**src/design/lcrc_pkg.sv**
```systemverilog
package lcrc_pkg;

    localparam logic [15:0] CRC_POLY  = 16'h1021;
    localparam logic [7:0]  LINE_END  = 8'h0a;
    localparam logic [2:0]  MIN_LINE  = 3'd5;
    localparam logic [2:0]  CRC_START = 3'd4;

    typedef enum logic [2:0] {
        STAT_OK         = 3'd0,
        STAT_NO_NEWLINE = 3'd1,
        STAT_TOO_SHORT  = 3'd2,
        STAT_BAD_HEX    = 3'd3,
        STAT_MISMATCH   = 3'd4
    } status_t;

    typedef logic [3:0][7:0] tail_t;

    typedef struct packed {
        logic        ok;
        logic [3:0]  nib;
    } hex_t;

    typedef struct packed {
        logic        ok;
        logic [15:0] value;
    } parse_t;

    function automatic logic [15:0] crc_update(input logic [15:0] crc, input logic [7:0] b);
        logic [15:0] c;
        c = crc ^ {b, 8'h00};
        for (int k = 0; k < 8; k++)
        begin
            if (c[15])
                c = {c[14:0], 1'b0} ^ CRC_POLY;
            else
                c = {c[14:0], 1'b0};
        end
        return c;
    endfunction

    function automatic hex_t hex_val(input logic [7:0] ch);
        hex_t h;
        h.ok  = 1'b1;
        h.nib = 4'd0;
        if (ch >= "0" && ch <= "9")
            h.nib = 4'(ch - "0");
        else if (ch >= "a" && ch <= "f")
            h.nib = 4'(ch - "a" + 8'd10);
        else if (ch >= "A" && ch <= "F")
            h.nib = 4'(ch - "A" + 8'd10);
        else
            h.ok = 1'b0;
        return h;
    endfunction

    function automatic logic is_blank(input logic [7:0] ch);
        return ch == 8'h20 || ch == 8'h09 || ch == 8'h0b || ch == 8'h0c || ch == 8'h0d;
    endfunction

    // Element 0 of the tail is the oldest character, i.e. the first one of the trailer.
    function automatic parse_t parse_tail(input tail_t t);
        parse_t      p;
        logic [2:0]  pos;
        logic        leading;
        logic        neg;
        logic [1:0]  idx1;
        logic [1:0]  idx2;
        hex_t        h;
        p.ok    = 1'b1;
        p.value = 16'd0;
        pos     = 3'd0;
        leading = 1'b1;
        neg     = 1'b0;
        for (int k = 0; k < 4; k++)
        begin
            if (leading && is_blank(t[k]))
                pos = 3'(k + 1);
            else
                leading = 1'b0;
        end
        if (pos < 3'd4 && (t[pos[1:0]] == "+" || t[pos[1:0]] == "-"))
        begin
            neg = (t[pos[1:0]] == "-");
            pos = pos + 3'd1;
        end
        idx1 = pos[1:0] + 2'd1;
        idx2 = pos[1:0] + 2'd2;
        if (pos <= 3'd1 && t[pos[1:0]] == "0" && (t[idx1] == "x" || t[idx1] == "X")
            && hex_val(t[idx2]).ok)
            pos = pos + 3'd2;
        for (int k = 0; k < 4; k++)
        begin
            h = hex_val(t[k]);
            if (3'(k) >= pos)
            begin
                if (!h.ok)
                    p.ok = 1'b0;
                p.value = {p.value[11:0], h.nib};
            end
        end
        // At least one digit must remain after blanks, sign and prefix.
        if (pos >= 3'd4)
            p.ok = 1'b0;
        if (neg)
            p.value = 16'd0 - p.value;
        if (!p.ok)
            p.value = 16'd0;
        return p;
    endfunction

endpackage

```
**src/design/lcrc_if.sv**
```systemverilog
interface lcrc_line_if;
    logic       valid;
    logic       ready;
    logic [7:0] data_byte;
    logic       frame_first;

    modport source (output valid, output data_byte, output frame_first, input ready);
    modport sink   (input valid, input data_byte, input frame_first, output ready);
endinterface

interface lcrc_result_if;
    logic        valid;
    logic        ready;
    logic [2:0]  status;
    logic [15:0] computed_crc;
    logic [15:0] received_crc;

    modport source (output valid, output status, output computed_crc, output received_crc,
                    input ready);
    modport sink   (input valid, input status, input computed_crc, input received_crc,
                    output ready);
endinterface

```
**src/design/line_crc16_hex_trailer_check.sv**
```systemverilog
// Channel   Direction  Payload                                     Handshake
// line      in         data_byte[7:0], frame_first                 valid/ready
// result    out        status[2:0], computed_crc[15:0],            valid/ready
//                      received_crc[15:0]
//
// One byte is taken every cycle, but for the stall below; the CRC step and the
// trailer parse are one level of logic ahead of the line state and result registers.
// A result is valid in the cycle after the line's closing newline or zero byte is taken.
// The result register holds while result.ready is low; a new byte is still
// taken then unless it would produce a result into the occupied register.
// rst_n clears the frame state and drops the result valid asynchronously.
module line_crc16_hex_trailer_check
    import lcrc_pkg::*;
(
    input  logic          clk,
    input  logic          rst_n,
    lcrc_line_if.sink     line,
    lcrc_result_if.source result
);

    logic [15:0] crc_reg, crc_next;
    tail_t       tail_reg, tail_next;
    logic [2:0]  count_reg, count_next;
    logic        open_reg, open_next;

    logic        res_valid_reg, res_valid_next;
    status_t     status_reg, status_next;
    logic [15:0] ccrc_reg, ccrc_next;
    logic [15:0] rcrc_reg, rcrc_next;

    logic        accept;
    logic        eff_open;
    logic        ends_line;
    logic        has_result;
    logic [15:0] eff_crc;
    tail_t       eff_tail;
    logic [2:0]  eff_count;
    parse_t      parsed;

    assign eff_open  = line.frame_first | open_reg;
    assign eff_crc   = line.frame_first ? 16'd0 : crc_reg;
    assign eff_tail  = line.frame_first ? tail_t'(0) : tail_reg;
    assign eff_count = line.frame_first ? 3'd0 : count_reg;
    assign ends_line = (line.data_byte == 8'h00) || (line.data_byte == LINE_END);
    assign has_result = eff_open && ends_line;

    // A byte that closes a line needs room in the result register.
    assign line.ready = !res_valid_reg || result.ready || !has_result;
    assign accept     = line.valid && line.ready;
    assign parsed     = parse_tail(eff_tail);

    always_comb
    begin
        crc_next       = crc_reg;
        tail_next      = tail_reg;
        count_next     = count_reg;
        open_next      = open_reg;
        res_valid_next = res_valid_reg && !result.ready;
        status_next    = status_reg;
        ccrc_next      = ccrc_reg;
        rcrc_next      = rcrc_reg;
        if (accept && eff_open)
        begin
            crc_next   = eff_crc;
            tail_next  = eff_tail;
            count_next = eff_count;
            open_next  = 1'b1;
            if (ends_line)
            begin
                open_next      = 1'b0;
                res_valid_next = 1'b1;
                ccrc_next      = 16'd0;
                rcrc_next      = 16'd0;
                if (line.data_byte == 8'h00)
                    status_next = STAT_NO_NEWLINE;
                else if (eff_count < MIN_LINE)
                    status_next = STAT_TOO_SHORT;
                else
                begin
                    ccrc_next = eff_crc;
                    rcrc_next = parsed.value;
                    if (!parsed.ok)
                        status_next = STAT_BAD_HEX;
                    else if (parsed.value != eff_crc)
                        status_next = STAT_MISMATCH;
                    else
                        status_next = STAT_OK;
                end
            end
            else
            begin
                // The byte leaving the delay line is the next body byte.
                if (eff_count >= CRC_START)
                    crc_next = crc_update(eff_crc, eff_tail[0]);
                tail_next = {line.data_byte, eff_tail[3:1]};
                if (eff_count < MIN_LINE)
                    count_next = eff_count + 3'd1;
            end
        end
    end

    always_ff @(posedge clk or negedge rst_n)
    begin
        if (!rst_n)
        begin
            crc_reg       <= 16'd0;
            tail_reg      <= tail_t'(0);
            count_reg     <= 3'd0;
            open_reg      <= 1'b0;
            res_valid_reg <= 1'b0;
        end
        else
        begin
            crc_reg       <= crc_next;
            tail_reg      <= tail_next;
            count_reg     <= count_next;
            open_reg      <= open_next;
            res_valid_reg <= res_valid_next;
        end
    end

    always_ff @(posedge clk)
    begin
        status_reg <= status_next;
        ccrc_reg   <= ccrc_next;
        rcrc_reg   <= rcrc_next;
    end

    assign result.valid        = res_valid_reg;
    assign result.status       = status_reg;
    assign result.computed_crc = ccrc_reg;
    assign result.received_crc = rcrc_reg;

    a_count_sat: assert property (@(posedge clk) disable iff (!rst_n)
        count_reg <= MIN_LINE)
        else $error("byte count passed its saturation value");

    a_ok_match: assert property (@(posedge clk) disable iff (!rst_n)
        res_valid_reg && status_reg == STAT_OK |-> ccrc_reg == rcrc_reg)
        else $error("ok reported with differing CRC values");

    a_short_zero: assert property (@(posedge clk) disable iff (!rst_n)
        res_valid_reg && (status_reg == STAT_TOO_SHORT || status_reg == STAT_NO_NEWLINE)
        |-> ccrc_reg == 16'd0 && rcrc_reg == 16'd0)
        else $error("early end carries nonzero CRC fields");

    a_close: assert property (@(posedge clk) disable iff (!rst_n)
        accept && has_result |=> !open_reg && res_valid_reg)
        else $error("line end did not close the frame and post a result");

endmodule
```
**src/flat_wrapper.sv**
```systemverilog
// flat-port wrapper written by rule: the top's interface ports become plain ports
module line_crc16_hex_trailer_check_flat import lcrc_pkg::*;
  (clk, rst_n, line_valid, line_data_byte, line_frame_first, line_ready, result_valid, result_status, result_computed_crc, result_received_crc, result_ready);
  lcrc_line_if line_i ();
  lcrc_result_if result_i ();
  input  logic clk;
  input  logic rst_n;
  input wire logic [$bits(line_i.valid)-1:0] line_valid;
  input wire logic [$bits(line_i.data_byte)-1:0] line_data_byte;
  input wire logic [$bits(line_i.frame_first)-1:0] line_frame_first;
  output wire logic [$bits(line_i.ready)-1:0] line_ready;
  output wire logic [$bits(result_i.valid)-1:0] result_valid;
  output wire logic [$bits(result_i.status)-1:0] result_status;
  output wire logic [$bits(result_i.computed_crc)-1:0] result_computed_crc;
  output wire logic [$bits(result_i.received_crc)-1:0] result_received_crc;
  input wire logic [$bits(result_i.ready)-1:0] result_ready;
  assign line_i.valid = line_valid;
  assign line_i.data_byte = line_data_byte;
  assign line_i.frame_first = line_frame_first;
  assign line_ready = line_i.ready;
  assign result_valid = result_i.valid;
  assign result_status = result_i.status;
  assign result_computed_crc = result_i.computed_crc;
  assign result_received_crc = result_i.received_crc;
  assign result_i.ready = result_ready;
  line_crc16_hex_trailer_check u_core (.clk(clk), .rst_n(rst_n), .line(line_i), .result(result_i));
endmodule
```
**config.mk**
```make
export PLATFORM = sky130hd
export DESIGN_NAME = line_crc16_hex_trailer_check_flat
export DESIGN_NICKNAME = d
export VERILOG_FILES = /design/src/design/lcrc_pkg.sv /design/src/design/lcrc_if.sv /design/src/design/line_crc16_hex_trailer_check.sv /design/src/flat_wrapper.sv
export SDC_FILE = /design/constraint.sdc
export NUM_CORES = 1
export LEC_CHECK = 0
export ABC_AREA = 1
export BUFFER_PORTS_ARGS = -buffer_cell sky130_fd_sc_hd__buf_2
export CAP_MARGIN = 10
export CORE_MARGIN = 2
export CORE_UTILIZATION = 55
export CTS_BUF_LIST = sky130_fd_sc_hd__clkbuf_8 sky130_fd_sc_hd__clkbuf_16
export DETAILED_ROUTE_END_ITERATION = 6
export GPL_ROUTABILITY_DRIVEN = 0
export GPL_TIMING_DRIVEN = 1
export PLACE_DENSITY = 0.72
export SLEW_MARGIN = 15
export SYNTH_ARGS = -nofsm -noshare
export SYNTH_HDL_FRONTEND = slang
export SYNTH_SLANG_ARGS = --single-unit
```
**constraint.sdc**
```tcl
create_clock -name clk -period 10.2 [get_ports clk]
set_clock_uncertainty 0.1 [all_clocks]
set_input_delay 1.53 -clock clk [delete_from_list [all_inputs] [get_ports clk]]
set_output_delay 1.53 -clock clk [all_outputs]
set_load 0.03 [all_outputs]
```
* Word level (Yosys, flattened, before mapping)
Index checks and enable logic that the tools add are counted.
W data, S select, Z words.
** Storage, ports and cells
- Register bits :: 88
- Input port bits :: 13
- Output and inout bits :: 37
** Cells by class
- Add/sub/neg operators :: 26
- Magnitude comparators :: 43
- Equality and inequality tests :: 27
- Mux-type cells :: 99
- Bitwise gates (word level) :: 11
- Reduce and logical (&&, ||, !) cells :: 54
** Operators with widths (count)
- $mux W16 :: 26
- $eq A8 B4 Y1 const B :: 17
- $mux W13 :: 8
- $ge A8 B7 Y1 const B :: 10
- $le A8 B7 Y1 const B :: 10
- $mux W17 :: 4
- $bmux W8 S2 :: 4
- $mux W32 :: 2
- $eq A8 B6 Y1 const B :: 7
- $mux W4 :: 12
- $sub A4 B1 Y4 const B :: 12
- $ge A8 B6 Y1 const B :: 5
- $le A8 B6 Y1 const B :: 5
- $add A4 B4 Y4 const B :: 8
- $mux W8 :: 4
- $mux W1 :: 28
- $mux W3 :: 9
- $logic_and A1 B1 Y1 :: 26
- $not A3 Y3 :: 8
- $logic_or A1 B1 Y1 :: 21
- $eq A8 B7 Y1 const B :: 2
- $ne A16 B16 Y1 :: 1
- $sub A1 B16 Y16 const A :: 1
- $xor A16 B16 Y16 :: 1
- 18 further kinds :: 29

* Logic depth before layout (Yosys ltp)
Gate-level depths: netlist of the first run.
- Word-level depth :: 44
- Depth in mapped cells :: 51
- Gate-level depth less buffers :: 49

* Worst setup path after synthesis of the first run
No wires, ideal clock.
- Path type :: input to register
- Start :: input line_frame_first
- End :: register u_core.status_reg[2] (netlist: u_core.result.status[2]), data pin
- Library setup time :: 0.249 ns
- Data arrival time :: 6.261 ns
- Path slack :: 3.589 ns
- Stages on the path :: 41
- Path through :: buf_2 > buf_1 > nor2_1 > inv_1 > ha_1 > nand2_1 > nand3_1 > nand3b_1 > nand2_1 > inv_1 > nand2_1 > nand2_2 > nand2_2 > buf_6 > nand2_1 > nand3_1 > nand2_1 > nand2_1 > (+5 left out) > nor3b_1 > nand3_1 > nor2_2 > nand2_2 > nand2_4 > nand2_4 > nor2_2 > nand2_1 > ha_1 > nor2_1 > xor2_1 > nor2_1 > xor2_1 > nand3b_1 > nor3_1 > nand3_1 > nand2_1 > inv_1
** On the way
- Cells in the longest elaborated chain, start to end :: 41
- Elaborated cells on any way between the ends :: 191
- Classes of those cells :: 25 x add/sub; 38 x order compare; 26 x eq/ne; 60 x mux; 1 x bitwise; 41 x reduce/logical
** RTL lines
- start: declaration :: RTL line flat_wrapper.sv:10 : input wire logic [$bits(line_i.frame_first)-1:0] line_frame_first;
- parallel branches: the longest is 41 deep, another holds $mux W32
- end signal: assignment :: RTL line line_crc16_hex_trailer_check.sv:124 : status_reg <= status_next;
- end: declaration :: RTL line line_crc16_hex_trailer_check.sv:27 : status_t status_reg, status_next;
Parallel ways; which one is timed is not known. The select of a mux whose other input is x is not followed.
A chain may end at the register's enable or synchronous reset.

* Worst setup path in the final report of the first run
Same ends and word-level chain as after synthesis.

==> summary.log, run 1 <==
qor: outcome.status finished, violations left
qor: outcome.violations design-rule violations
qor: floorplan.core 12,720 um^2
qor: sta.worst_slew_pin_slew 1120 ps
qor: critical_path.required 10,210 ps
qor: detailed_routing.routed-via-count 7,717
qor: critical_path.critical_path.max_stage_delay 600 ps
qor: critical_path.cp-end-kind register
qor: detailed_routing.post-route-drc-count 6
qor: cells_and_area.design_area 7833 um^2
qor: worst_hold_path.min-delay-path-class register to register
qor: critical_path.r2r_slack 3690 ps
qor: critical_path.worstReg2RegStart u_core.tail_reg[24]$_DFFE_PN0P_
qor: global_routing.use_met3 0.09170
qor: yosys.post_syn_nets 1,126
qor: floorplan.die_h 118.5 um
qor: cells_and_area.most-common-layout-cells sky130_fd_sc_hd__nand2_1, sky130_fd_sc_hd__inv_1, sky130_fd_sc_hd__nor2_1, sky130_fd_sc_hd__nand3_1, sky130_fd_sc_hd__o21ai_0
qor: placement.detailed_place_hpwl 16,470 um
qor: detailed_routing.totalWireLength 22,120 um
qor: sta.setup_viol 0
qor: critical_path.critPathBufInv 6
qor: sta.timing.final.hold_violations 0
qor: yosys.synth_largest_type_area_fraction 0.1839
qor: floorplan.core.rowCount 41
qor: sta.final.min_clock_period 7783 ps
qor: detailed_routing.drtPass1Iterations 7
qor: yosys.async_flop_share 0.6023
qor: detailed_routing.drtIter0Drc 1,163
qor: clocking.clock-sinks 88
qor: detailed_routing.route.detailed.wl_per_inst 16.91 um
qor: yosys.post_synth_instance_area 7213 um^2
qor: sta.achievable-frequency 128.5 MHz
qor: floorplan.die_x 118.5 um
qor: placement.placement.io_buffers 49
qor: yosys.synthesis.instances 1,096
qor: yosys.syn_area_per_cell 6.581 um^2
qor: global_routing.globalRoute.totalOverflow 0
qor: clocking.clock_tree.root_cell sky130_fd_sc_hd__clkbuf_16
qor: critical_path.highest_delay_cell_along_the_critical_path sky130_fd_sc_hd__buf_2
qor: global_routing.grt_start_max_net_pins 54
qor: floorplan.initial_utilization 0.5670
qor: global_routing.grt_antenna_before_repair 0
qor: global_routing.first_global_vias 6,882
qor: sta.layout_setup_ws 2417 ps
qor: critical_path.worst-path-max-fanout 38
qor: worst_hold_path.min_delay_path_depth 2
qor: placement.placed_area 7551 um^2
qor: detailed_routing.vias_per_cell 5.900
qor: pwr.power.density_cell_area 128.2 nW/um^2
qor: critical_path.timing.critical_path.from_type input pin
qor: sta.period_share 0.7630
qor: yosys.ys_warn_count 0
qor: worst_hold_path.hold_path_end u_core.open_reg$_DFFE_PN0P_
qor: sta.grt_setup_unrepaired no
qor: critical_path.crit_reg_reg_endpoint u_core.result.status[2]$_SDFFCE_PP0P_
qor: yosys.number_of_flops_mapped_to_enable_cells_by_yosys 35
qor: global_routing.met2_usage_in_global_routing 0.4619
qor: cells_and_area.share_of_final_layout_standard_cells_stronger_than_drive_strength_1 0.1030
qor: placement.pre_cts_ws 2248 ps
qor: yosys.dominantRegCellSynth sky130_fd_sc_hd__dfrtp_1
qor: yosys.synth-seq-area-share 0.3296
qor: critical_path.cpMostUsedCell sky130_fd_sc_hd__nand2_1
qor: critical_path.path_depth 35
qor: clocking.clock_tree.htree_level_count 3
qor: global_routing.groute.usage.overall 0.3184
qor: clocking.postCtsSetupRepairBufs 0
qor: clocking.clk_pin_slew_worst_paths 70 ps
qor: global_routing.globalRoute.busiestLayer met2
qor: cells_and_area.fin_nets 1,161
qor: worst_hold_path.worstHoldStart u_core.open_reg$_DFFE_PN0P_
qor: pwr.power.static_leakage 0.003947 uW
qor: yosys.post_synth_main_area_contributors sky130_fd_sc_hd__dfrtp_1, sky130_fd_sc_hd__nand2_1, sky130_fd_sc_hd__edfxtp_1, sky130_fd_sc_hd__nand3_1, sky130_fd_sc_hd__inv_1
qor: yosys.ys_seq_elements 88
qor: sta.slew_viol_final 0
qor: cells_and_area.number_of_flip_flops_under_the_largest_register_name 32
qor: yosys.yosysUniqueCellTypes 50
qor: clocking.worst_skew_pair.late_latency 360 ps
qor: critical_path.r2r_cells 39
qor: critical_path.path_delay_family simple AND/OR/NAND/NOR gates
qor: yosys.synth_largest_area_cell sky130_fd_sc_hd__dfrtp_1
qor: floorplan.die_area 14,050 um^2
qor: job.max_cap_viol 0
qor: clocking.tritoncts_clock_tree built
qor: clocking.max-clock-path-buffers 2
qor: global_routing.grt.met1_usage 0.4616
qor: pwr.ir_drop 0.0001597 V
qor: critical_path.critPathArrivalTime 7800 ps
qor: cells_and_area.antenna_cells_inserted 0
qor: sta.slew-limit-headroom 0.2508
qor: cells_and_area.final_common_cell sky130_fd_sc_hd__nand2_1
qor: floorplan.floorplan.io_pins 50
qor: critical_path.path_class input pin to register
qor: cells_and_area.syn2layout_area_growth 8.586%
qor: global_routing.global_route_wire_length_before_repair 35,690 um
qor: detailed_routing.antenna_violating_nets_post_route 0
qor: clocking.cts-buffers-inserted 9
qor: clocking.cts_repair_resize_count 0
qor: sta.fin_setup_tns 0 ps
qor: clocking.hold_fix_buffer_count_after_cts 0
[through the flow]
step / util / power (uW) / hold slack [ps] / cells
2_1_floorplan: - / 607.6 / 351.1 / 1096
3_3_place_gp: 0.5935 / 679.7 / 368.0 / 1292
3_5_place_dp: 0.5935 / 679.7 / 371.7 / 1292
4_1_cts: 0.6157 / 994.6 / 389.0 / 1308
5_1_grt: 0.6157 / 1053 / 429.8 / 1308
6_report: 0.6157 / 1004 / 384.6 / 1308
[worst min-delay path, cell delays in order, from the launching register on]
cell	delay [ps]
sky130_fd_sc_hd__dfrtp_1	350
sky130_fd_sc_hd__nand2_1	50
sky130_fd_sc_hd__nand2_1	50
[cell usage after synthesis (3+ instances only)]
master	number
sky130_fd_sc_hd__nand2_1	308
sky130_fd_sc_hd__inv_1	151
sky130_fd_sc_hd__nand3_1	119
sky130_fd_sc_hd__nor2_1	119
sky130_fd_sc_hd__o21ai_0	93
sky130_fd_sc_hd__dfrtp_1	53
sky130_fd_sc_hd__edfxtp_1	35
sky130_fd_sc_hd__nand4_1	22
sky130_fd_sc_hd__o22ai_1	20
sky130_fd_sc_hd__a21oi_1	18
sky130_fd_sc_hd__clkbuf_1	18
sky130_fd_sc_hd__ha_1	17
sky130_fd_sc_hd__xor2_1	15
sky130_fd_sc_hd__nand2_2	14
sky130_fd_sc_hd__nand2_4	8
sky130_fd_sc_hd__o21ai_1	7
sky130_fd_sc_hd__buf_6	6
sky130_fd_sc_hd__nor4_1	6
sky130_fd_sc_hd__buf_2	5
sky130_fd_sc_hd__inv_2	5
sky130_fd_sc_hd__nor3_1	5
sky130_fd_sc_hd__clkinv_1	4
sky130_fd_sc_hd__nand3_2	4
sky130_fd_sc_hd__nand3b_1	4
sky130_fd_sc_hd__nor2_2	4
sky130_fd_sc_hd__o41ai_1	3
[where the power goes]
group	internal, uW	switching [uW]	leakage [uW]
clock network	168	152	0.000130
registers	391	21.8	0.00107
logic	76.2	195	0.00275
total	635	369	0.00395
[layout make-up]
| class | instances | area (um^2) |
|---|---|---|
| Inverter | 160 | 600.6 |
| Fill cell | 1239 | 4890 |
| Clock buffer | 9 | 225.2 |
| Sequential cell | 88 | 2377 |
| Multi-Input combinational cell | 816 | 4060 |
| Timing Repair Buffer | 56 | 297.8 |
| Tap cell | 172 | 215.2 |
| Clock inverter | 7 | 56.30 |
[metal layers]
layer / vias up / share of wire
li1: 3655 / -
met5: - / 0
met1: 3544 / 0.43
met4: 0 / 0.024
met2: 458 / 0.42
met3: 60 / 0.12
[worst max path at each step]
stage / start / to / slack (ps)
floorplan: line_frame_first / u_core.result.status[2]$_SDFFCE_PP0P_ / 3590
global placement: line_frame_first / u_core.result.status[2]$_SDFFCE_PP0P_ / 2220
detailed placement: line_frame_first / u_core.result.status[2]$_SDFFCE_PP0P_ / 2250
CTS: line_frame_first / u_core.result.status[2]$_SDFFCE_PP0P_ / 2590
global route: line_frame_first / u_core.result.status[2]$_SDFFCE_PP0P_ / 1880
finish: line_frame_first / u_core.result.status[2]$_SDFFCE_PP0P_ / 2420
[cell families (layout without fill, tap and decap cells)]
group,Yosys count,count (layout),synth area share
buffers and inverters,192,232,0.1081
DFF,88,88,0.3296
and+or+nand+nor,617,617,0.3762
xor gates and xnor gates,17,17,0.02064
AOI/OAI and AO/OA,165,165,0.1360
adders and majority gates,17,17,0.02949
No activity file was read; power rests on OpenSTA's default activity.
==> run 2, diff against run 1 <==
ABC_AREA = 0   (was 1)
clock period = 7.35 ns   (was 10.2 ns; I/O delays follow)
==> run 2 against run 1 <==
The flow now finishes without violations. Via count down 9.8%. Worst setup slack worse by 2100 ps. Synthesized area down 3.7%. Final area up 5.4%. Combinational power up 30%. Critical path type unchanged. Non-clock buffer count up 73. Worst hold slack better by 13 ps. Global-route usage up 0.63 points. Wire length down 3.6%.
==> summary.log, run 2 <==
qor: floorplan.floorplan.io_pins 50 [unchanged]
qor: pwr.netSwitchingPower 475.2 uW [was 368.7 uW]
qor: global_routing.groute.usage.overall 0.3247 [was 0.3184]
qor: critical_path.path_class input pin to register [unchanged]
qor: floorplan.initial_utilization 0.5570 [was 0.5670]
qor: cells_and_area.number_of_flip_flops_under_the_largest_register_name 32 [unchanged]
qor: cells_and_area.fin_cells 1,066 [was 1,308]
qor: global_routing.grt.met1_usage 0.4282 [was 0.4616]
qor: yosys.async_flop_share 0.6023 [unchanged]
qor: job.max_cap_viol 0 [unchanged]
qor: cells_and_area.design_area 8255 um^2 [was 7833 um^2]
qor: sta.timing.final.hold_violations 0 [unchanged]
qor: yosys.synth.most_common_cell sky130_fd_sc_hd__nor2_1 [was sky130_fd_sc_hd__nand2_1]
qor: global_routing.grt_start_max_net_pins 54 [unchanged]
qor: cells_and_area.final_common_cell sky130_fd_sc_hd__buf_4 [was sky130_fd_sc_hd__nand2_1]
qor: clocking.clock_tree.root_cell sky130_fd_sc_hd__clkbuf_16 [unchanged]
qor: yosys.yosysUniqueCellTypes 85 [was 50]
qor: placement.dp.cells 1,049 [was 1,292]
qor: yosys.synthesis.instances 799 [was 1,096]
qor: detailed_routing.drtPass1Iterations 5 [was 7]
qor: critical_path.critical_path.max_stage_delay 380 ps [was 600 ps]
qor: detailed_routing.vias_per_cell 6.526 [was 5.900]
qor: detailed_routing.post-route-drc-count 0 [was 6]
qor: clocking.clk_pin_slew_worst_paths 70 ps [about the same]
qor: critical_path.highest_delay_cell_along_the_critical_path sky130_fd_sc_hd__or3_4 [was sky130_fd_sc_hd__buf_2]
qor: global_routing.globalRoute.busiestLayer met2 [unchanged]
qor: detailed_routing.routed-via-count 6,957 [was 7,717]
qor: floorplan.core.rowCount 41 [unchanged]
qor: sta.slew-limit-headroom 0.2946 [was 0.2508]
qor: sta.slew_viol_final 0 [unchanged]
qor: critical_path.timing.critical_path.from_type input pin [unchanged]
qor: clocking.tritoncts_clock_tree built [unchanged]
qor: floorplan.core 12,470 um^2 [was 12,720 um^2]
qor: placement.detailed_place_hpwl 16,140 um [was 16,470 um]
qor: clocking.clock-sinks 88 [unchanged]
qor: critical_path.critPathArrivalTime 6980 ps [was 7800 ps]
qor: clocking.worst_skew_pair.late_latency 360 ps [about the same]
qor: sta.setup_viol 0 [unchanged]
qor: placement.placed_area 7911 um^2 [was 7551 um^2]
qor: placement.placement.io_buffers 49 [unchanged]
qor: cells_and_area.filler_cell_count_in_the_final_layout 1,026 [was 1,239]
qor: detailed_routing.antenna_violating_nets_post_route 0 [unchanged]
qor: sta.achievable-frequency 143.0 MHz
qor: detailed_routing.totalWireLength 21,320 um [was 22,120 um]
qor: sta.final.min_clock_period 6992 ps
qor: yosys.synth_largest_type_area_fraction 0.1910 [was 0.1839]
qor: global_routing.met2_usage_in_global_routing 0.5163 [was 0.4619]
qor: sta.worst_slew_pin_slew 1052 ps [was 1120 ps]
qor: yosys.post_syn_nets 829 [was 1,126]
qor: sta.period_share 0.9513
qor: global_routing.global_route_wire_length_before_repair 33,680 um [was 35,690 um]
qor: global_routing.first_global_vias 6,348 [was 6,882]
qor: yosys.synth.cells.most_frequent sky130_fd_sc_hd__nor2_1, sky130_fd_sc_hd__nand2_1, sky130_fd_sc_hd__dfrtp_1, sky130_fd_sc_hd__o21ai_0, sky130_fd_sc_hd__clkbuf_1 [was sky130_fd_sc_hd__nand2_1, sky130_fd_sc_hd__inv_1, sky130_fd_sc_hd__nand3_1, sky130_fd_sc_hd__nor2_1, sky130_fd_sc_hd__o21ai_0]
qor: yosys.post_synth_instance_area 6943 um^2 [was 7213 um^2]
qor: placement.pre_cts_ws -180.1 ps [was 2248 ps]
qor: floorplan.die_area 13,540 um^2 [was 14,050 um^2]
qor: clocking.cts-buffers-inserted 9 [unchanged]
qor: yosys.synth-seq-area-share 0.3424 [was 0.3296]
qor: floorplan.die_h 116.4 um [was 118.5 um]
qor: yosys.ys_warn_count 0 [unchanged]
qor: floorplan.die_x 116.4 um [was 118.5 um]
qor: critical_path.worstReg2RegStart u_core.tail_reg[21]$_DFFE_PN0P_ [was u_core.tail_reg[24]$_DFFE_PN0P_]
qor: pwr.power.density_cell_area 172.8 nW/um^2 [was 128.2 nW/um^2]
qor: pwr.comb_power_share 0.247 [was 0.270]
qor: worst_hold_path.min-delay-path-class register to register [unchanged]
qor: pwr.ir_drop 0.00009784 V [was 0.0001597 V]
qor: clocking.max-clock-path-buffers 2 [unchanged]
qor: pwr.seqPwrFrac 0.432 [was 0.411]
qor: cells_and_area.most-common-layout-cells sky130_fd_sc_hd__buf_4, sky130_fd_sc_hd__nor2_1, sky130_fd_sc_hd__nand2_1, sky130_fd_sc_hd__dfrtp_1, sky130_fd_sc_hd__o21ai_0 [was sky130_fd_sc_hd__nand2_1, sky130_fd_sc_hd__inv_1, sky130_fd_sc_hd__nor2_1, sky130_fd_sc_hd__nand3_1, sky130_fd_sc_hd__o21ai_0]
qor: detailed_routing.drtIter0Drc 701 [was 1,163]
qor: outcome.status complete, no violations [was finished, violations left]
qor: global_routing.grt_antenna_before_repair 0 [unchanged]
qor: pwr.power.internal 951.6 uW [was 635.1 uW]
qor: yosys.synth_largest_area_cell sky130_fd_sc_hd__dfrtp_1 [unchanged]
qor: cells_and_area.syn2layout_area_growth 18.90% [was 8.586%]
qor: yosys.number_of_flops_mapped_to_enable_cells_by_yosys 35 [unchanged]
qor: pwr.part_of_the_total_power_dissipated_in_the_clock_network 0.321 [was 0.319]
qor: critical_path.worst-path-max-fanout 14 [was 38]
qor: worst_hold_path.worstHoldStart u_core.open_reg$_DFFE_PN0P_ [unchanged]
qor: critical_path.required 7330 ps [was 10,210 ps]
qor: pwr.power.share.switching 0.3330 [was 0.3673]
qor: cells_and_area.share_of_final_layout_standard_cells_stronger_than_drive_strength_1 0.2237 [was 0.1030]
qor: global_routing.globalRoute.totalOverflow 0 [unchanged]
qor: yosys.dominantRegCellSynth sky130_fd_sc_hd__dfrtp_1 [unchanged]
qor: sta.layout_setup_ws 357.7 ps [was 2417 ps]
qor: yosys.post_synth_main_area_contributors sky130_fd_sc_hd__dfrtp_1, sky130_fd_sc_hd__edfxtp_1, sky130_fd_sc_hd__a22o_1, sky130_fd_sc_hd__nor2_1, sky130_fd_sc_hd__o21ai_0 [was sky130_fd_sc_hd__dfrtp_1, sky130_fd_sc_hd__nand2_1, sky130_fd_sc_hd__edfxtp_1, sky130_fd_sc_hd__nand3_1, sky130_fd_sc_hd__inv_1]
qor: pwr.power.static_leakage 0.003348 uW [was 0.003947 uW]
qor: clocking.clock_tree.htree_level_count 3 [unchanged]
qor: critical_path.cp-end-kind register [unchanged]
qor: clocking.hold_fix_buffer_count_after_cts 0 [unchanged]
qor: cells_and_area.antenna_cells_inserted 0 [unchanged]
qor: cells_and_area.seq_cell_area 2377 um^2 [unchanged]
qor: critical_path.crit_path_start line_frame_first [unchanged]
qor: cells_and_area.fin_nets 919 [was 1,161]
qor: yosys.syn_area_per_cell 8.689 um^2 [was 6.581 um^2]
qor: global_routing.use_met3 0.04722 [was 0.09170]
qor: yosys.ys_seq_elements 88 [unchanged]
qor: detailed_routing.route.detailed.wl_per_inst 20.00 um [was 16.91 um]
qor: cells_and_area.area_used_by_multi_input_combinational_logic 4408 um^2 [was 4060 um^2]
run 2: changes by cell type after synthesis, moves of 19 or more:
cell                       change
sky130_fd_sc_hd__nand2_1     -247
sky130_fd_sc_hd__inv_1       -127
sky130_fd_sc_hd__nand3_1      -90
sky130_fd_sc_hd__o21ai_0      -43
sky130_fd_sc_hd__nor2_1       -41
sky130_fd_sc_hd__a22o_1       +36
sky130_fd_sc_hd__clkbuf_1     +26
sky130_fd_sc_hd__xnor2_1      +26
sky130_fd_sc_hd__a21oi_1      +21
sky130_fd_sc_hd__nor2b_1      +19
run 2: timing repair:
| item | CTS | global route |
|---|---|---|
| endpoints found under the setup margin | 0 | 1 |
| setup buffers | 0 | 1 |
| gates resized for setup | 0 | 8 |
| hold endpoints to repair | 0 | 0 |
run 2: area by class of cell:
class,count,share of cell area
Clock buffer,11,0.03198
Tap cell,172,0.02607
Inverter,26,0.01258
Multi-Input combinational cell,635,0.5339
Timing Repair Buffer,129,0.1032
Clock inverter,5,0.004244
Sequential cell,88,0.2880
run 2: kinds of logic (layout without fill, tap and decap cells):
kind of cell | count (synthesis) | count (layout) | synth area share
AND/OR/NAND/NOR | 304 | 304 | 0.2226
AO/OA/AOI/OAI | 246 | 246 | 0.2595
flip-flops | 88 | 88 | 0.3424
buffers and inverters | 76 | 171 | 0.04235
XOR/XNOR | 40 | 40 | 0.05154
multiplexers | 28 | 28 | 0.05100
adder cells (fa/ha/maj) | 17 | 17 | 0.03064
run 2: routing by layer:
metal	vias up	wire (um)
met5	-	0
met4	0	1122
met3	99	1773
met2	421	9840
met1	3275	8588
li1	3162	-
run 2: final timing paths:
check,end,slack (ps),cells past startpoint
hold reg to reg,u_core.open_reg$_DFFE_PN0P_,400,1
min in group asynchronous,u_core.crc_reg[11]$_DFFE_PN0P_,790,2
max in group asynchronous,u_core.tail_reg[17]$_DFFE_PN0P_,5890,2
setup / recovery,u_core.result.status[2]$_SDFFCE_PP0P_,360,32
hold / removal,u_core.open_reg$_DFFE_PN0P_,400,1
setup reg to reg,u_core.result.status[2]$_SDFFCE_PP0P_,730,28
run 2: metrics by stage:
step	setup TNS [ps]	hold WS (ps)	total power, uW	utilization
after floorplan	0	361.2	846.1	-
after global placement	0	374.2	951.1	0.6346
after detailed placement	-180.1	382.5	962.7	0.6346
after CTS	0	397.4	1419	0.6586
after global routing	-29.62	406.7	1485	0.6623
final	0	397.6	1427	0.6623
run 2: power by group through the flow:
stage | Combinational [uW] | Sequential [uW] | Clock, uW
2_1_floorplan | 266 | 580 | 0
3_3_place_gp | 331 | 620 | 0
3_5_place_dp | 341 | 622 | 0
4_1_cts | 343 | 613 | 464
5_1_grt | 383 | 620 | 482
6_report | 352 | 616 | 458
run 2: worst max-delay path, delay by kind of cell:
| family | cells | cell delay, ps |
|---|---|---|
| and+or+nand+nor | 8 | 1290 |
| adders and majority gates | 3 | 560 |
| muxes | 4 | 1070 |
| buffers and inverters | 3 | 310 |
| xor gates and xnor gates | 1 | 190 |
| AOI/OAI and AO/OA | 13 | 2450 |
==> run 3, diff against run 2 <==
CORE_UTILIZATION = 35   (was 55)
PLACE_DENSITY = 0.49   (was 0.72)
==> run 3 against run 2 <==
Largest power group unchanged. Wire length grew 11%. Global-route usage down 9.1 points. Combinational power increased by 5%. Utilization down 22 points. Register-to-register slack worse by 90 ps. Via count fell by 2.9%. Worst hold slack better by 8.6 ps. Clock-buffer cell count down 2. Critical path depth decreased by 6. Highest routed layer unchanged. Non-clock buffer count grew 20.
==> summary.log, run 3 (synthesis gave the netlist of run 2 again) <==
qor: sta.worst_slew_pin_slew 898.6 ps [was 1052 ps]
qor: global_routing.global_route_wire_length_before_repair 37,030 um [was 33,680 um]
qor: cells_and_area.antenna_cells_inserted 0 [unchanged]
qor: clocking.worst_skew_pair.late_latency 360 ps [about the same]
qor: clocking.clock_tree.root_cell sky130_fd_sc_hd__clkbuf_16 [unchanged]
qor: critical_path.critPathArrivalTime 7060 ps [was 6980 ps]
qor: critical_path.timing.critical_path.from_type input pin [unchanged]
qor: cells_and_area.filler_cell_count_in_the_final_layout 1,941 [was 1,026]
qor: global_routing.grt_start_max_net_pins 54 [unchanged]
qor: global_routing.globalRoute.totalOverflow 0 [unchanged]
qor: placement.pre_cts_ws -228.6 ps [was -180.1 ps]
qor: critical_path.required 7340 ps [was 7330 ps]
qor: sta.final.min_clock_period 7063 ps [was 6992 ps]
qor: outcome.status complete, no violations [unchanged]
qor: global_routing.grt_antenna_before_repair 0 [unchanged]
qor: critical_path.worst-path-max-fanout 9 [was 14]
qor: sta.achievable-frequency 141.6 MHz [was 143.0 MHz]
qor: worst_hold_path.worstHoldStart u_core.open_reg$_DFFE_PN0P_ [unchanged]
qor: floorplan.initial_utilization 0.3567 [was 0.5570]
qor: cells_and_area.fin_cells 1,179 [was 1,066]
qor: global_routing.first_global_vias 6,483 [was 6,348]
qor: floorplan.die_area 20,980 um^2 [was 13,540 um^2]
qor: sta.period_share 0.9609 [was 0.9513]
qor: sta.timing.final.hold_violations 0 [unchanged]
qor: sta.grt_setup_unrepaired no
qor: cells_and_area.final_util 0.4375 [was 0.6623]
qor: cells_and_area.syn2layout_area_growth 22.63% [was 18.90%]
qor: detailed_routing.post-route-drc-count 0 [unchanged]
qor: floorplan.core.rowCount 51 [was 41]
qor: critical_path.r2r_slack 640 ps [was 730 ps]
qor: cells_and_area.final_common_cell sky130_fd_sc_hd__buf_4 [unchanged]
qor: detailed_routing.drtPass1Iterations 6 [was 5]
qor: worst_hold_path.min-delay-path-class register to register [unchanged]
qor: floorplan.floorplan.io_pins 50 [unchanged]
qor: placement.placement.io_buffers 49 [unchanged]
qor: floorplan.die_h 144.8 um [was 116.4 um]
qor: sta.slew_viol_final 0 [unchanged]
qor: detailed_routing.totalWireLength 23,750 um [was 21,320 um]
qor: critical_path.cp-end-kind register [unchanged]
qor: cells_and_area.fin_nets 939 [was 919]
qor: global_routing.groute.usage.overall 0.2334 [was 0.3247]
qor: cells_and_area.number_of_flip_flops_under_the_largest_register_name 32 [unchanged]
qor: critical_path.worstReg2RegStart u_core.tail_reg[16]$_DFFE_PN0P_ [was u_core.tail_reg[21]$_DFFE_PN0P_]
qor: detailed_routing.antenna_violating_nets_post_route 0 [unchanged]
qor: clocking.clock_tree.htree_level_count 3 [unchanged]
qor: clocking.tritoncts_clock_tree built [unchanged]
qor: sta.setup_viol 0 [unchanged]
qor: critical_path.crit_path_start line_frame_first [unchanged]
qor: critical_path.path_class input pin to register [unchanged]
qor: cells_and_area.share_of_final_layout_standard_cells_stronger_than_drive_strength_1 0.2451 [was 0.2237]
qor: job.max_cap_viol 0 [unchanged]
qor: detailed_routing.vias_per_cell 5.727 [was 6.526]
qor: clocking.hold_fix_buffer_count_after_cts 0 [unchanged]
qor: sta.slew-limit-headroom 0.3995 [was 0.2946]
qor: sta.layout_setup_ws 287.3 ps [was 357.7 ps]
qor: clocking.max-clock-path-buffers 2 [unchanged]
qor: clocking.cts-buffers-inserted 9 [unchanged]
qor: placement.dp.cells 1,161 [was 1,049]
qor: placement.detailed_place_hpwl 18,330 um [was 16,140 um]
qor: pwr.finalPower 1449 uW [was 1427 uW]
qor: pwr.power.static_leakage 0.003439 uW [was 0.003348 uW]
qor: floorplan.die_x 144.8 um [was 116.4 um]
qor: clocking.clock-sinks 88 [unchanged]
qor: detailed_routing.drtIter0Drc 601 [was 701]
qor: clocking.clk_pin_slew_worst_paths 70 ps [about the same]
qor: floorplan.core 19,460 um^2 [was 12,470 um^2]
qor: pwr.power.density_cell_area 170.2 nW/um^2 [was 172.8 nW/um^2]
qor: detailed_routing.route.detailed.wl_per_inst 20.14 um [was 20.00 um]
qor: pwr.ir_drop 0.0001124 V [was 0.00009784 V]
qor: cells_and_area.most-common-layout-cells sky130_fd_sc_hd__buf_4, sky130_fd_sc_hd__nor2_1, sky130_fd_sc_hd__nand2_1, sky130_fd_sc_hd__dfrtp_1 [was sky130_fd_sc_hd__buf_4, sky130_fd_sc_hd__nor2_1, sky130_fd_sc_hd__nand2_1, sky130_fd_sc_hd__dfrtp_1, sky130_fd_sc_hd__o21ai_0]
qor: detailed_routing.routed-via-count 6,752 [was 6,957]
-- run 3: cell count changes in the layout (fill, tap and decap cells not counted), moves of 2 or more --
cell and change:
sky130_fd_sc_hd__buf_4 +20, sky130_fd_sc_hd__inv_6 +2, sky130_fd_sc_hd__inv_8 +2, sky130_fd_sc_hd__o21ai_0 -2, sky130_fd_sc_hd__o21ai_1 +2
-- run 3: worst max-delay path, cell delays in order --
cell	delay (ps)
sky130_fd_sc_hd__clkbuf_4	180
sky130_fd_sc_hd__nand2b_1	150
sky130_fd_sc_hd__ha_1	190
sky130_fd_sc_hd__nor2_1	60
sky130_fd_sc_hd__a2111o_1	470
sky130_fd_sc_hd__o21ai_4	200
sky130_fd_sc_hd__mux2_4	320
sky130_fd_sc_hd__o221a_4	220
sky130_fd_sc_hd__or3_4	380
sky130_fd_sc_hd__a21o_1	210
sky130_fd_sc_hd__mux2_4	310
sky130_fd_sc_hd__inv_1	60
sky130_fd_sc_hd__ha_1	170
sky130_fd_sc_hd__nor2b_4	150
sky130_fd_sc_hd__o211ai_1	100
sky130_fd_sc_hd__a2111oi_2	340
sky130_fd_sc_hd__a21oi_1	90
sky130_fd_sc_hd__a21oi_2	230
sky130_fd_sc_hd__o211ai_4	170
sky130_fd_sc_hd__mux2_4	380
sky130_fd_sc_hd__a2111oi_4	330
sky130_fd_sc_hd__nor3_1	70
sky130_fd_sc_hd__or4b_1	500
sky130_fd_sc_hd__a31o_1	240
sky130_fd_sc_hd__a2111oi_2	270
sky130_fd_sc_hd__a31oi_1	120
-- run 3: metrics by stage --
stage / hold slack (ps) / cell area (um^2) / TNS, ps
6_report: 406.2 / 8514 / 0
3_3_place_gp: 372.4 / 8178 / -47.44
5_1_grt: 423.1 / 8514 / 0
2_1_floorplan: 361.2 / 7076 / 0
3_5_place_dp: 390.9 / 8178 / -228.6
4_1_cts: 406.8 / 8469 / 0
-- run 3: repair_timing --
action                     CTS  global route
resized for setup            0            10
setup buffers                0             2
setup endpoints to repair    0             1
-- run 3: metal layers --
| layer | wire length, um | GRT usage | vias up |
|---|---|---|---|
| li1 | - | - | 3202 |
| met1 | 10560 | 0.3124 | 3228 |
| met2 | 10880 | 0.3741 | 265 |
| met3 | 1332 | 0.03258 | 57 |
| met4 | 974 | 0.1073 | 0 |
| met5 | 0 | 0 | - |
-- run 3: path summary, 6_finish.rpt --
| path | to | cells past startpoint |
|---|---|---|
| max | u_core.result.status[2]$_SDFFCE_PP0P_ | 26 |
| min | u_core.open_reg$_DFFE_PN0P_ | 1 |
| max reg2reg | u_core.result.status[2]$_SDFFCE_PP0P_ | 26 |
| min reg2reg | u_core.open_reg$_DFFE_PN0P_ | 1 |
| max in group asynchronous | u_core.count_reg[0]$_DFFE_PN0P_ | 2 |
| min in group asynchronous | u_core.tail_reg[5]$_DFFE_PN0P_ | 2 |
-- run 3: cell type report --
| type | instances | area [um^2] | area share |
|---|---|---|---|
| multi-input combinational | 635 | 4412 | 0.5181 |
| sequential | 88 | 2377 | 0.2792 |
| timing repair buffer | 149 | 998.5 | 0.1173 |
| tap | 265 | 331.6 | 0.03894 |
| clock buffer | 9 | 225.2 | 0.02645 |
| inverter | 26 | 103.9 | 0.01220 |
| clock inverter | 7 | 66.31 | 0.007788 |
-- run 3: power breakdown --
group	internal, uW	switching (uW)	total, uW
Combinational	157	213	370
Sequential	542	74.2	616
Clock	239	223	463
Total	939	510	1450
